## config.mk

```make
export PLATFORM = sky130hd
export DESIGN_NAME = vehc_count_ram
export DESIGN_NICKNAME = d
export VERILOG_FILES = /design/src/sv/vehc_count_ram.sv
export SDC_FILE = /design/constraint.sdc
export NUM_CORES = 2
export LEC_CHECK = 0
export ABC_CLOCK_PERIOD_IN_PS = 5000
export BUFFER_PORTS_ARGS = -buffer_cell sky130_fd_sc_hd__buf_2
export CORE_AREA = 2 2 726 728
export CTS_CLUSTER_SIZE = 24
export DETAILED_ROUTE_END_ITERATION = 8
export DIE_AREA = 0 0 728 730
export PLACE_DENSITY = 0.52
export SETUP_SLACK_MARGIN = 0.15
export SLEW_MARGIN = 20
export SYNTH_ARGS = -nofsm -noshare
export SYNTH_HDL_FRONTEND = slang
export SYNTH_SLANG_ARGS = --single-unit
```

## constraint.sdc

```tcl
create_clock -name clk_i -period 5 [get_ports clk_i]
set_input_delay 0.75 -clock clk_i [delete_from_list [all_inputs] [get_ports clk_i]]
set_output_delay 0.75 -clock clk_i [all_outputs]
set_load 0.005 [all_outputs]
```

## src/sv/vehc_count_ram.sv

```systemverilog
// Single-port-write, registered-read counter memory.
`timescale 1ns / 1ps

module vehc_count_ram #(
  parameter int unsigned DEPTH = 128,
  parameter int unsigned WIDTH = 32,
  localparam int unsigned AW   = $clog2(DEPTH)
) (
  input  logic             clk_i,
  input  logic             we_i,
  input  logic [AW-1:0]    waddr_i,
  input  logic [WIDTH-1:0] wdata_i,
  input  logic             re_i,
  input  logic [AW-1:0]    raddr_i,
  output logic [WIDTH-1:0] rdata_o
);

  logic [WIDTH-1:0] mem [DEPTH];
  logic [WIDTH-1:0] rdata_q;

  always_ff @(posedge clk_i) begin
    if (we_i) begin
      mem[waddr_i] <= wdata_i;
    end
  end

  always_ff @(posedge clk_i) begin
    if (re_i) begin
      rdata_q <= mem[raddr_i];
    end
  end

  assign rdata_o = rdata_q;

endmodule

```

==> results.md <==
- Fin Setup TNS: 0 ps
- Critical Path RT: 5710 ps
- Gr usage total: 0.171
- Worst R2R End: rdata_o[29]$_DFFE_PP_
- Internal: between 50 and 60 mW
- Clock power share: 0.418
- Most frequent cells in the layout: 4128 x edfxtp_1, 1344 x mux4_2, 420 x clkbuf_16
- TritonCTS clock tree: built
- Net switching power: about 16 mW
- Routed Antenna Nets: 0
- Largest net degree at the start of global routing: 129
- Synthesized instance count: 5990
- Routability Congestion: 0.780
- Vias post-DR: 71877
- Die Footprint: 0.531 sq mm
- Crit-path max FO: 29
- Clk sinks: 4128
- Core box area: 0.524 sq mm
- Synth Register Bits: 4128
- Synth Area per Inst: roughly 26 sq um
- Vias in the first global route: 72896
- Switching part of the total power: 0.219
- Reg clk slew, reported paths: 60 ps
- Final Hold Vio Count: 0
- Transition time of the tightest slew-check pin: 1210 ps
- DR WL/cell: 33.2 um
- Final setup violation count: 0
- Post-layout util: 0.350
- Cell depth of the worst flop-to-flop path: 4
- Seq/Total Area, Yosys: 0.792
- Die height: approximately 730 um
- Skew-Pair Late Insertion Delay: approximately 1000 ps
- Nets@finish: 6577
- CTS resizes: 0
- CTS buffer count: 418
- Distinct cells, synth: 16
- Hold path startpoint: wdata_i[7]
- Rel. slew slack: 0.192
- Starting DRC count in detailed routing: around 10000
- Leakage: 55.0 nW
- Final wirelength: 461000 um
- Crit path capture type: flop
- # Post-CTS Setup Buffers: 0
- Cell area after synthesis: 0.157 sq mm
- # port buffers: 80
- Worst EP arrival: around 4000 ps
- RR Startpoint: mem[29][29]$_DFFE_PP_
- Root Buffer: clkbuf_16
- Yosys warnings: 0
- Cell depth of the worst min-delay path: 1
- Via density: about 5.2
- Fmax achieved: 0.300 GHz
- Synthesis-to-finish area growth: 16.9%
- Share of layout cells above drive strength 1: 0.365
- Global-route wire length before repair: 626000 um
- CP Launch Type: input pin
- Dpl hpwl: around 260000 um
- Drc violations: 0
- Final min period: 3330 ps
- Hold EP: mem[109][7]$_DFFE_PP_
- Maximum vdd drop: roughly 0.34 mV
- Io pins: 81
- Register share of total power: 0.528
- Number of max-cap violations: 0
- Fin. max-slew vios: 0
- Syn_nets: roughly 6000
- Status: complete, no violations
- Initial antenna violation count: 71
- H-tree Lvls: 5
- Period utilization: 0.666
- Cts hold-fix bufs: 0
- Tightest Hold Check Type: input pin to flop
- Power density cells: around 400 mW/mm^2
- Most common cell after layout, fill and taps aside: edfxtp_1
- Die W: 728 um
- Initial Utilization: 0.299
- Total congestion overflow: 0
- Category of the most critical setup path: input pin to flop
- Cell Rows: 266
- Clk buf depth: 4
- First-pass DRT Iterations: 5
- Skew final: 66.9 ps
- Power, Total: between 70 and 80 mW
- Comb pwr share: 0.054
- R2r setup slk: 2140 ps
- RSZ-0062 raised after global routing: no
==> metal layers <==
metal | global-route usage | up-vias | share of wire
met5 | 0 | - | 0.00036
met4 | 0.0461 | 26 | 0.027
met3 | 0.0255 | 620 | 0.074
met2 | 0.280 | 3014 | 0.48
met1 | 0.238 | 40551 | 0.42
li1 | - | 27666 | -
==> registers in the layout, indices dropped and copies added (netlist names) <==
name     count
mem       4096
rdata_o     32
==> Yosys cell counts (all sizes together) <==
master  number  share of area
nor3         9        0.00029
mux4      1344           0.19
clkbuf     182         0.0044
or3          1       0.000040
nor2       122         0.0029
nor2b        7        0.00028
nand2b       2       0.000080
nand2       14        0.00034
edfxtp    4128           0.79
nand4        3        0.00012
mux2        32         0.0023
nand3       12        0.00038
buf        134         0.0040
==> power groups by stage <==
stage / sequential [mW] / combinational, mW / clock (mW)
floorplan: 39.0 / 1.84 / 0
global placement: 39.1 / 3.93 / 0
detailed placement: 39.1 / 3.99 / 0
CTS: 38.4 / 4.00 / 31.0
global route: 38.4 / 4.08 / 32.3
finish: 38.4 / 3.93 / 30.4
==> worst max-delay path by stage <==
stage / startpoint / to / slack (ps)
6_report: raddr_i[0] / rdata_o[29]$_DFFE_PP_ / 1670
3_5_place_dp: raddr_i[0] / rdata_o[1]$_DFFE_PP_ / 670
5_1_grt: raddr_i[0] / rdata_o[2]$_DFFE_PP_ / 1640
4_1_cts: raddr_i[0] / rdata_o[15]$_DFFE_PP_ / 1720
3_3_place_gp: raddr_i[0] / rdata_o[2]$_DFFE_PP_ / 660
2_1_floorplan: we_i / mem[98][0]$_DFFE_PP_ / 1010
==> metrics by stage <==
stage,hold WS [ps],setup slack (ps),cell area (sq um),instances
6_report,137,1670,183000,13906
5_1_grt,103,1640,183000,13871
4_1_cts,57.8,1720,183000,13839
3_5_place_dp,1140,672,170000,13075
3_3_place_gp,1120,657,170000,13075
2_1_floorplan,849,1010,157000,5990
==> logic make-up (layout without fill, tap and decap cells) <==
group / count (synthesis) / in the layout / synth area share
other cells: 0 / 66 / 0
simple gates: 170 / 170 / 0.00445
mux: 1376 / 1376 / 0.196
buf+inv: 316 / 1198 / 0.00837
flops: 4128 / 4128 / 0.792
==> critical path, stage by stage <==
cell    delay [ps]
buf_12         330
buf_12         250
buf_12         280
mux4_2         580
mux4_2         630
mux4_2         700
mux2_2         350
==> area by class of cell <==
class                           instances  area, sq um
Antenna cell                           66          165
Clock inverter                        246         2220
Fill cell                           47590       341000
Sequential cell                      4128       124000
Multi-Input combinational cell       1546        32300
Tap cell                             6968         8720
Clock buffer                          518        10900
Timing Repair Buffer                  434         4750
Note: power is estimated with default switching activity, not from simulation.
