### src/sv/vehc_pkg.sv
// Package with shared constants, codes and types of the variable-edge histogram counter.
`timescale 1ns / 1ps

package vehc_pkg;

  // Bin count is a power of two, so counter addresses are {group, bin}.
  localparam int unsigned NUM_BINS    = 16;
  localparam int unsigned NUM_EDGES   = NUM_BINS + 1;
  localparam int unsigned VALUE_WIDTH = 32;
  localparam int unsigned COUNT_WIDTH = 32;
  localparam int unsigned BIN_W       = $clog2(NUM_BINS);
  localparam int unsigned EIDX_W      = 5;
  localparam int unsigned TGT_W       = 3;
  localparam int unsigned RC_W        = 4;

  localparam int unsigned NUM_TARGETS = 8;
  localparam int unsigned NUM_SIDELOC = 4;
  localparam int unsigned NUM_SIDES   = 2;

  localparam int unsigned TGT_DEPTH  = NUM_TARGETS * NUM_BINS;
  localparam int unsigned SL_DEPTH   = NUM_SIDELOC * NUM_BINS;
  localparam int unsigned SIDE_DEPTH = NUM_SIDES * NUM_BINS;
  localparam int unsigned CLR_W      = $clog2(TGT_DEPTH);

  // Counter selector ranges of a read request.
  localparam logic [RC_W-1:0] RC_SL_BASE   = RC_W'(NUM_TARGETS);
  localparam logic [RC_W-1:0] RC_SIDE_BASE = RC_W'(NUM_TARGETS + NUM_SIDELOC);
  localparam logic [RC_W-1:0] RC_END       = RC_W'(NUM_TARGETS + NUM_SIDELOC + NUM_SIDES);

  typedef enum logic [1:0] {
    REQ_LOAD  = 2'd0,
    REQ_COUNT = 2'd1,
    REQ_READ  = 2'd2,
    REQ_NONE  = 2'd3
  } req_e;

  typedef enum logic [1:0] {
    STAT_OK    = 2'd0,
    STAT_BELOW = 2'd1,
    STAT_ABOVE = 2'd2
  } status_e;

  typedef enum logic [1:0] {
    ST_CLEAR,
    ST_IDLE,
    ST_LOOKUP,
    ST_UPDATE
  } state_e;

  typedef struct packed {
    logic             below;
    logic             above;
    logic [BIN_W-1:0] bin;
  } lookup_t;

  function automatic logic [COUNT_WIDTH-1:0] sat_inc(input logic [COUNT_WIDTH-1:0] v);
    logic [COUNT_WIDTH-1:0] r;
    if (&v) begin
      r = v;
    end else begin
      r = v + COUNT_WIDTH'(1);
    end
    return r;
  endfunction

endpackage

### src/sv/vehc_edge_bank.sv
// The up and down edge sets in flip-flops, with a parallel compare and priority encode of a sample.
`timescale 1ns / 1ps

module vehc_edge_bank (
  input  logic                                    clk_i,
  input  logic                                    rst_ni,
  input  logic                                    we_i,
  input  logic                                    wr_set_i,
  input  logic [vehc_pkg::EIDX_W-1:0]             wr_idx_i,
  input  logic signed [vehc_pkg::VALUE_WIDTH-1:0] wr_value_i,
  input  logic                                    rd_set_i,
  input  logic signed [vehc_pkg::VALUE_WIDTH-1:0] sample_i,
  output vehc_pkg::lookup_t                       result_o
);

  logic signed [vehc_pkg::VALUE_WIDTH-1:0] up_q [vehc_pkg::NUM_EDGES];
  logic signed [vehc_pkg::VALUE_WIDTH-1:0] dn_q [vehc_pkg::NUM_EDGES];
  logic [vehc_pkg::NUM_EDGES-1:0]          le;
  logic [vehc_pkg::EIDX_W-1:0]             first_idx;
  logic                                    lt_first;
  logic                                    wr_ok;

  assign wr_ok = we_i && ({1'b0, wr_idx_i} <= (vehc_pkg::EIDX_W + 1)'(vehc_pkg::NUM_BINS));

  always_ff @(posedge clk_i or negedge rst_ni) begin
    if (!rst_ni) begin
      for (int i = 0; i < vehc_pkg::NUM_EDGES; i++) begin
        up_q[i] <= '0;
        dn_q[i] <= '0;
      end
    end else if (wr_ok) begin
      if (wr_set_i) begin
        dn_q[wr_idx_i] <= wr_value_i;
      end else begin
        up_q[wr_idx_i] <= wr_value_i;
      end
    end
  end

  always_comb begin
    for (int i = 0; i < vehc_pkg::NUM_EDGES; i++) begin
      le[i] = rd_set_i ? (sample_i <= dn_q[i]) : (sample_i <= up_q[i]);
    end
    lt_first = rd_set_i ? (sample_i < dn_q[0]) : (sample_i < up_q[0]);
  end

  // The lowest edge not below the sample wins.
  always_comb begin
    first_idx = '0;
    for (int i = vehc_pkg::NUM_EDGES - 1; i >= 0; i--) begin
      if (le[i]) begin
        first_idx = vehc_pkg::EIDX_W'(i);
      end
    end
  end

  always_comb begin
    result_o.above = ~|le;
    result_o.below = lt_first;
    if (first_idx == '0) begin
      result_o.bin = '0;
    end else begin
      result_o.bin = vehc_pkg::BIN_W'(first_idx - vehc_pkg::EIDX_W'(1));
    end
  end

endmodule

### config.mk
export PLATFORM = sky130hd
export DESIGN_NAME = vehc_edge_bank
export DESIGN_NICKNAME = d
export VERILOG_FILES = /design/src/sv/vehc_pkg.sv /design/src/sv/vehc_edge_bank.sv
export SDC_FILE = /design/constraint.sdc
export NUM_CORES = 2
export LEC_CHECK = 0
export BUFFER_PORTS_ARGS = -buffer_cell sky130_fd_sc_hd__buf_2
export CELL_PAD_IN_SITES_DETAIL_PLACEMENT = 0
export CELL_PAD_IN_SITES_GLOBAL_PLACEMENT = 1
export CORE_MARGIN = 2
export CORE_UTILIZATION = 40
export CTS_BUF_LIST = sky130_fd_sc_hd__clkbuf_16
export CTS_CLUSTER_DIAMETER = 100
export CTS_CLUSTER_SIZE = 30
export DETAILED_ROUTE_END_ITERATION = 16
export PLACE_DENSITY = 0.64
export SETUP_SLACK_MARGIN = 0.5
export SYNTH_ARGS = -nofsm -noshare
export SYNTH_HDL_FRONTEND = slang
export SYNTH_SLANG_ARGS = --single-unit
### constraint.sdc
create_clock -name clk_i -period 11.1 [get_ports clk_i]
set_input_delay 1.11 -clock clk_i [delete_from_list [all_inputs] [get_ports clk_i]]
set_output_delay 1.11 -clock clk_i [all_outputs]
set_load 0.01 [all_outputs]
==> results.sh <==
export IMPL_peakVddDrop_mv=0.125
export IMPL_fp_dieH_um=413
export IMPL_hold_buffers=0
export IMPL_multiInputGateArea_um2=34600
export IMPL_syn_nets=8648
export IMPL_p_leak_nw=36.3
export IMPL_core_area_um2=167000
export IMPL_tightestPinTransition_ps=1410
export IMPL_start_util_pct=40.1
export IMPL_post_cts_resized=0
export IMPL_drtAntennaViolNets=0
export IMPL_synth_cell_types=94
export IMPL_yosys_area_top_type="dfrtp_1"
export IMPL_skew_ps=0
export IMPL_min_period_ps=8510
export IMPL_synthTopCellsByArea="dfrtp_1 41%, ha_1 20%, o21ai_0 8.2%"
export IMPL_finalNetCount=8583
export IMPL_clockRootBuffer="clkbuf_16"
export IMPL_fmax_mhz=117
export IMPL_fillers=16400
export IMPL_critPathMaxFanout=26
export IMPL_status="finished, final reports clean"
export IMPL_htreeDepth=2
export IMPL_cts_setup_buffers=0
export IMPL_rsz0062_at_grt="no"
export IMPL_seqCellArea_um2=27200
export IMPL_worstSetupEndpointType="output pin"
export IMPL_arrival_ps=7400
export IMPL_post_route_drc_count=0
export IMPL_grt_pass1_vias=50600
export IMPL_track_usage_pct=27.3
export IMPL_relSlewSlack_pct=4.92
export IMPL_finalSetupTns_ps=0
export IMPL_synth_edf_count=0
export IMPL_drtPass1Iterations=6
export IMPL_grt_max_degree=155
export IMPL_crit_required_ps=9990
export IMPL_dpl_hpwl_um=149000
export IMPL_yosysWarnings=0
export IMPL_die_area_um2=171000
export IMPL_cts_max_path_buffers=3
export IMPL_area_delta_synth_final_pct=7.52
export IMPL_power_density_nw_per_um2=137
export IMPL_maxSlewViolCount=0
export IMPL_holdCritPathClass="in2async"
export IMPL_drtIter0Drc=3891
export IMPL_cts_tree="done"
export IMPL_path_class="in2out"
export IMPL_layout_drive_gt1_share_pct=6.76
export IMPL_synthFlopType="dfrtp_1"
export IMPL_finalHoldViolations=0
export IMPL_via_per_inst=5.35
export IMPL_hold_ws_ps=381
export IMPL_post_drt_wl_per_cell_um=23.9
export IMPL_regToRegSetupSlack_ps=10300
export IMPL_grt_overflow=0
export IMPL_maxCapViolCount=0
export IMPL_synth_area_um2=66900
export IMPL_dpl_cell_area_um2=70200
export IMPL_critPathLaunchType="input pin"
export IMPL_port_buffers=79
export IMPL_clkTransAtPathRegs_ps=120
export IMPL_rows=150
export IMPL_cts_buffers=51
export IMPL_grt_pass1_wl_um=343000
export IMPL_drt_total_wl_um=231000
export IMPL_antenna_found_initial=11
export IMPL_cts_num_sinks=1088
export IMPL_setup_violations_final=0
export IMPL_post_route_cell_area_um2=71900
export IMPL_avgSynthCellArea_um2=8.94
export IMPL_place_congestion=0.884
export IMPL_dr_total_vias=51700
export IMPL_ys_seq_elements=1088
export IMPL_period_share_pct=76.7
export IMPL_ios=80
export IMPL_die_w_um=413
export IMPL_clk_latency_ps=730
export IMPL_synthArstFlopShare_pct=100
export IMPL_synth_top_area_share_pct=40.7
export IMPL_synth_seq_area_share_pct=40.7
export IMPL_syn_inst=7485
-- worst max-delay path: stages --
cell and delay (ps):
buf_2 280, buf_4 630, ha_1 290, nand4_1 90
nor4_1 1020, nand2_1 250, a21oi_1 560, a211o_1 210
o221ai_1 250, o311ai_1 230, buf_4 260, and2b_1 190
nand4bb_1 190, nor3_1 300, a21oi_1 80, ha_1 240
a21boi_0 160, a211oi_1 680, buf_2 260
-- cell families after synthesis --
| group | Yosys count | share of synthesized area (%) |
|---|---|---|
| mux | 138 | 2.32 |
| flops | 1088 | 40.7 |
| compound gates | 1865 | 16.0 |
| fa+ha+maj | 1089 | 20.4 |
| simple gates | 1873 | 12.5 |
| buf+inv | 1430 | 8.04 |
| xor+xnor | 2 | 0.0262 |
-- per-stage QoR --
stage	power (mW)	utilization (%)	instances	worst slack (ps)
global placement	7.31	42.1	9571	2330
CTS	9.97	43.2	9660	2370
finish	9.87	43.2	9664	2590
global route	10.5	43.2	9660	2350
detailed placement	7.38	42.1	9571	2400
floorplan	6.39	-	7485	5250
-- layout make-up --
type                            count  area share (%)
Sequential cell                  1088            37.8
Multi-Input combinational cell   4967            48.0
Tap cell                         2204            3.83
Clock buffer                       51            1.77
Antenna cell                        4          0.0139
Timing Repair Buffer              209            2.04
Clock inverter                     38           0.691
Inverter                         1103            5.76
-- flip-flops by register name, summed over array words and instances (netlist names) --
| name | count |
|---|---|
| up_q | 544 |
| dn_q | 544 |
-- synth_stat cells, types with 6 or more instances --
| library cell | number |
|---|---|
| o22ai_1 | 7 |
| a31oi_1 | 23 |
| a221o_1 | 6 |
| o21a_1 | 29 |
| nand4_1 | 202 |
| inv_1 | 1102 |
| nor2b_1 | 51 |
| and3_1 | 18 |
| a211o_1 | 13 |
| buf_1 | 8 |
| clkbuf_1 | 317 |
| a21o_1 | 122 |
| o2111ai_1 | 6 |
| a21oi_1 | 316 |
| dfrtp_1 | 1088 |
| a211oi_1 | 43 |
| a21boi_0 | 14 |
| o41ai_1 | 7 |
| mux2_2 | 132 |
| and4_1 | 19 |
| o221ai_1 | 9 |
| nor2_1 | 168 |
| nand2_1 | 1149 |
| or4_1 | 9 |
| o21ai_0 | 1095 |
| o211ai_1 | 42 |
| o311ai_0 | 7 |
| nor4_1 | 43 |
| a221oi_1 | 17 |
| ha_1 | 1089 |
| o31a_1 | 7 |
| nand3_1 | 86 |
| nand2b_1 | 20 |
| a2111oi_0 | 18 |
| o31ai_1 | 8 |
| nor3_1 | 56 |
| or2_2 | 8 |
| nand3b_1 | 6 |
| or3_1 | 11 |
-- report_power, final --
group          internal [mW]  total, mW  switching (mW)  leakage (nW)
Combinational          0.973       2.68            1.70          24.2
Sequential              4.49       4.63           0.142          11.2
Clock                   1.01       2.57            1.56         0.878
-- layout by cell type (no fill, tap or decap), drive strengths merged, types with 9 or more instances in the layout --
cell type / n
o311ai: 9
buf: 209
clkinv: 11
o21a: 29
mux2: 133
o21ai: 1099
nand3: 86
nand2: 1149
a21o: 123
a211oi: 43
a21oi: 316
o221ai: 9
a221oi: 17
clkbuf: 51
a2111oi: 25
nor2b: 51
ha: 1089
o211ai: 42
nor2: 168
and3: 18
a21boi: 14
a211o: 13
nand2b: 20
or3: 11
nand4: 202
nor3: 56
a31oi: 23
and4: 20
dfrtp: 1088
nor4: 44
or4: 9
inv: 1126
-- metal layers --
metal | track usage (%) | share of wire (%)
met1 | 36.6 | 45
met2 | 46.1 | 47
met3 | 2.18 | 3.3
met4 | 9.59 | 4.1
met5 | 0 | 0.010
-- final timing paths --
check,from,to,cells past startpoint
worst max-delay path,sample_i[22],result_o[0],19
worst min-delay path,rst_ni,dn_q[325]$_DFFE_PN0P_,1
worst max register to register,dn_q[26]$_DFFE_PN0P_,dn_q[26]$_DFFE_PN0P_,1
worst min register to register,dn_q[2]$_DFFE_PN0P_,dn_q[2]$_DFFE_PN0P_,1
max in group asynchronous,rst_ni,up_q[422]$_DFFE_PN0P_,3
min in group clk_i,dn_q[2]$_DFFE_PN0P_,dn_q[2]$_DFFE_PN0P_,1
No activity file was read; power rests on OpenSTA's default activity.
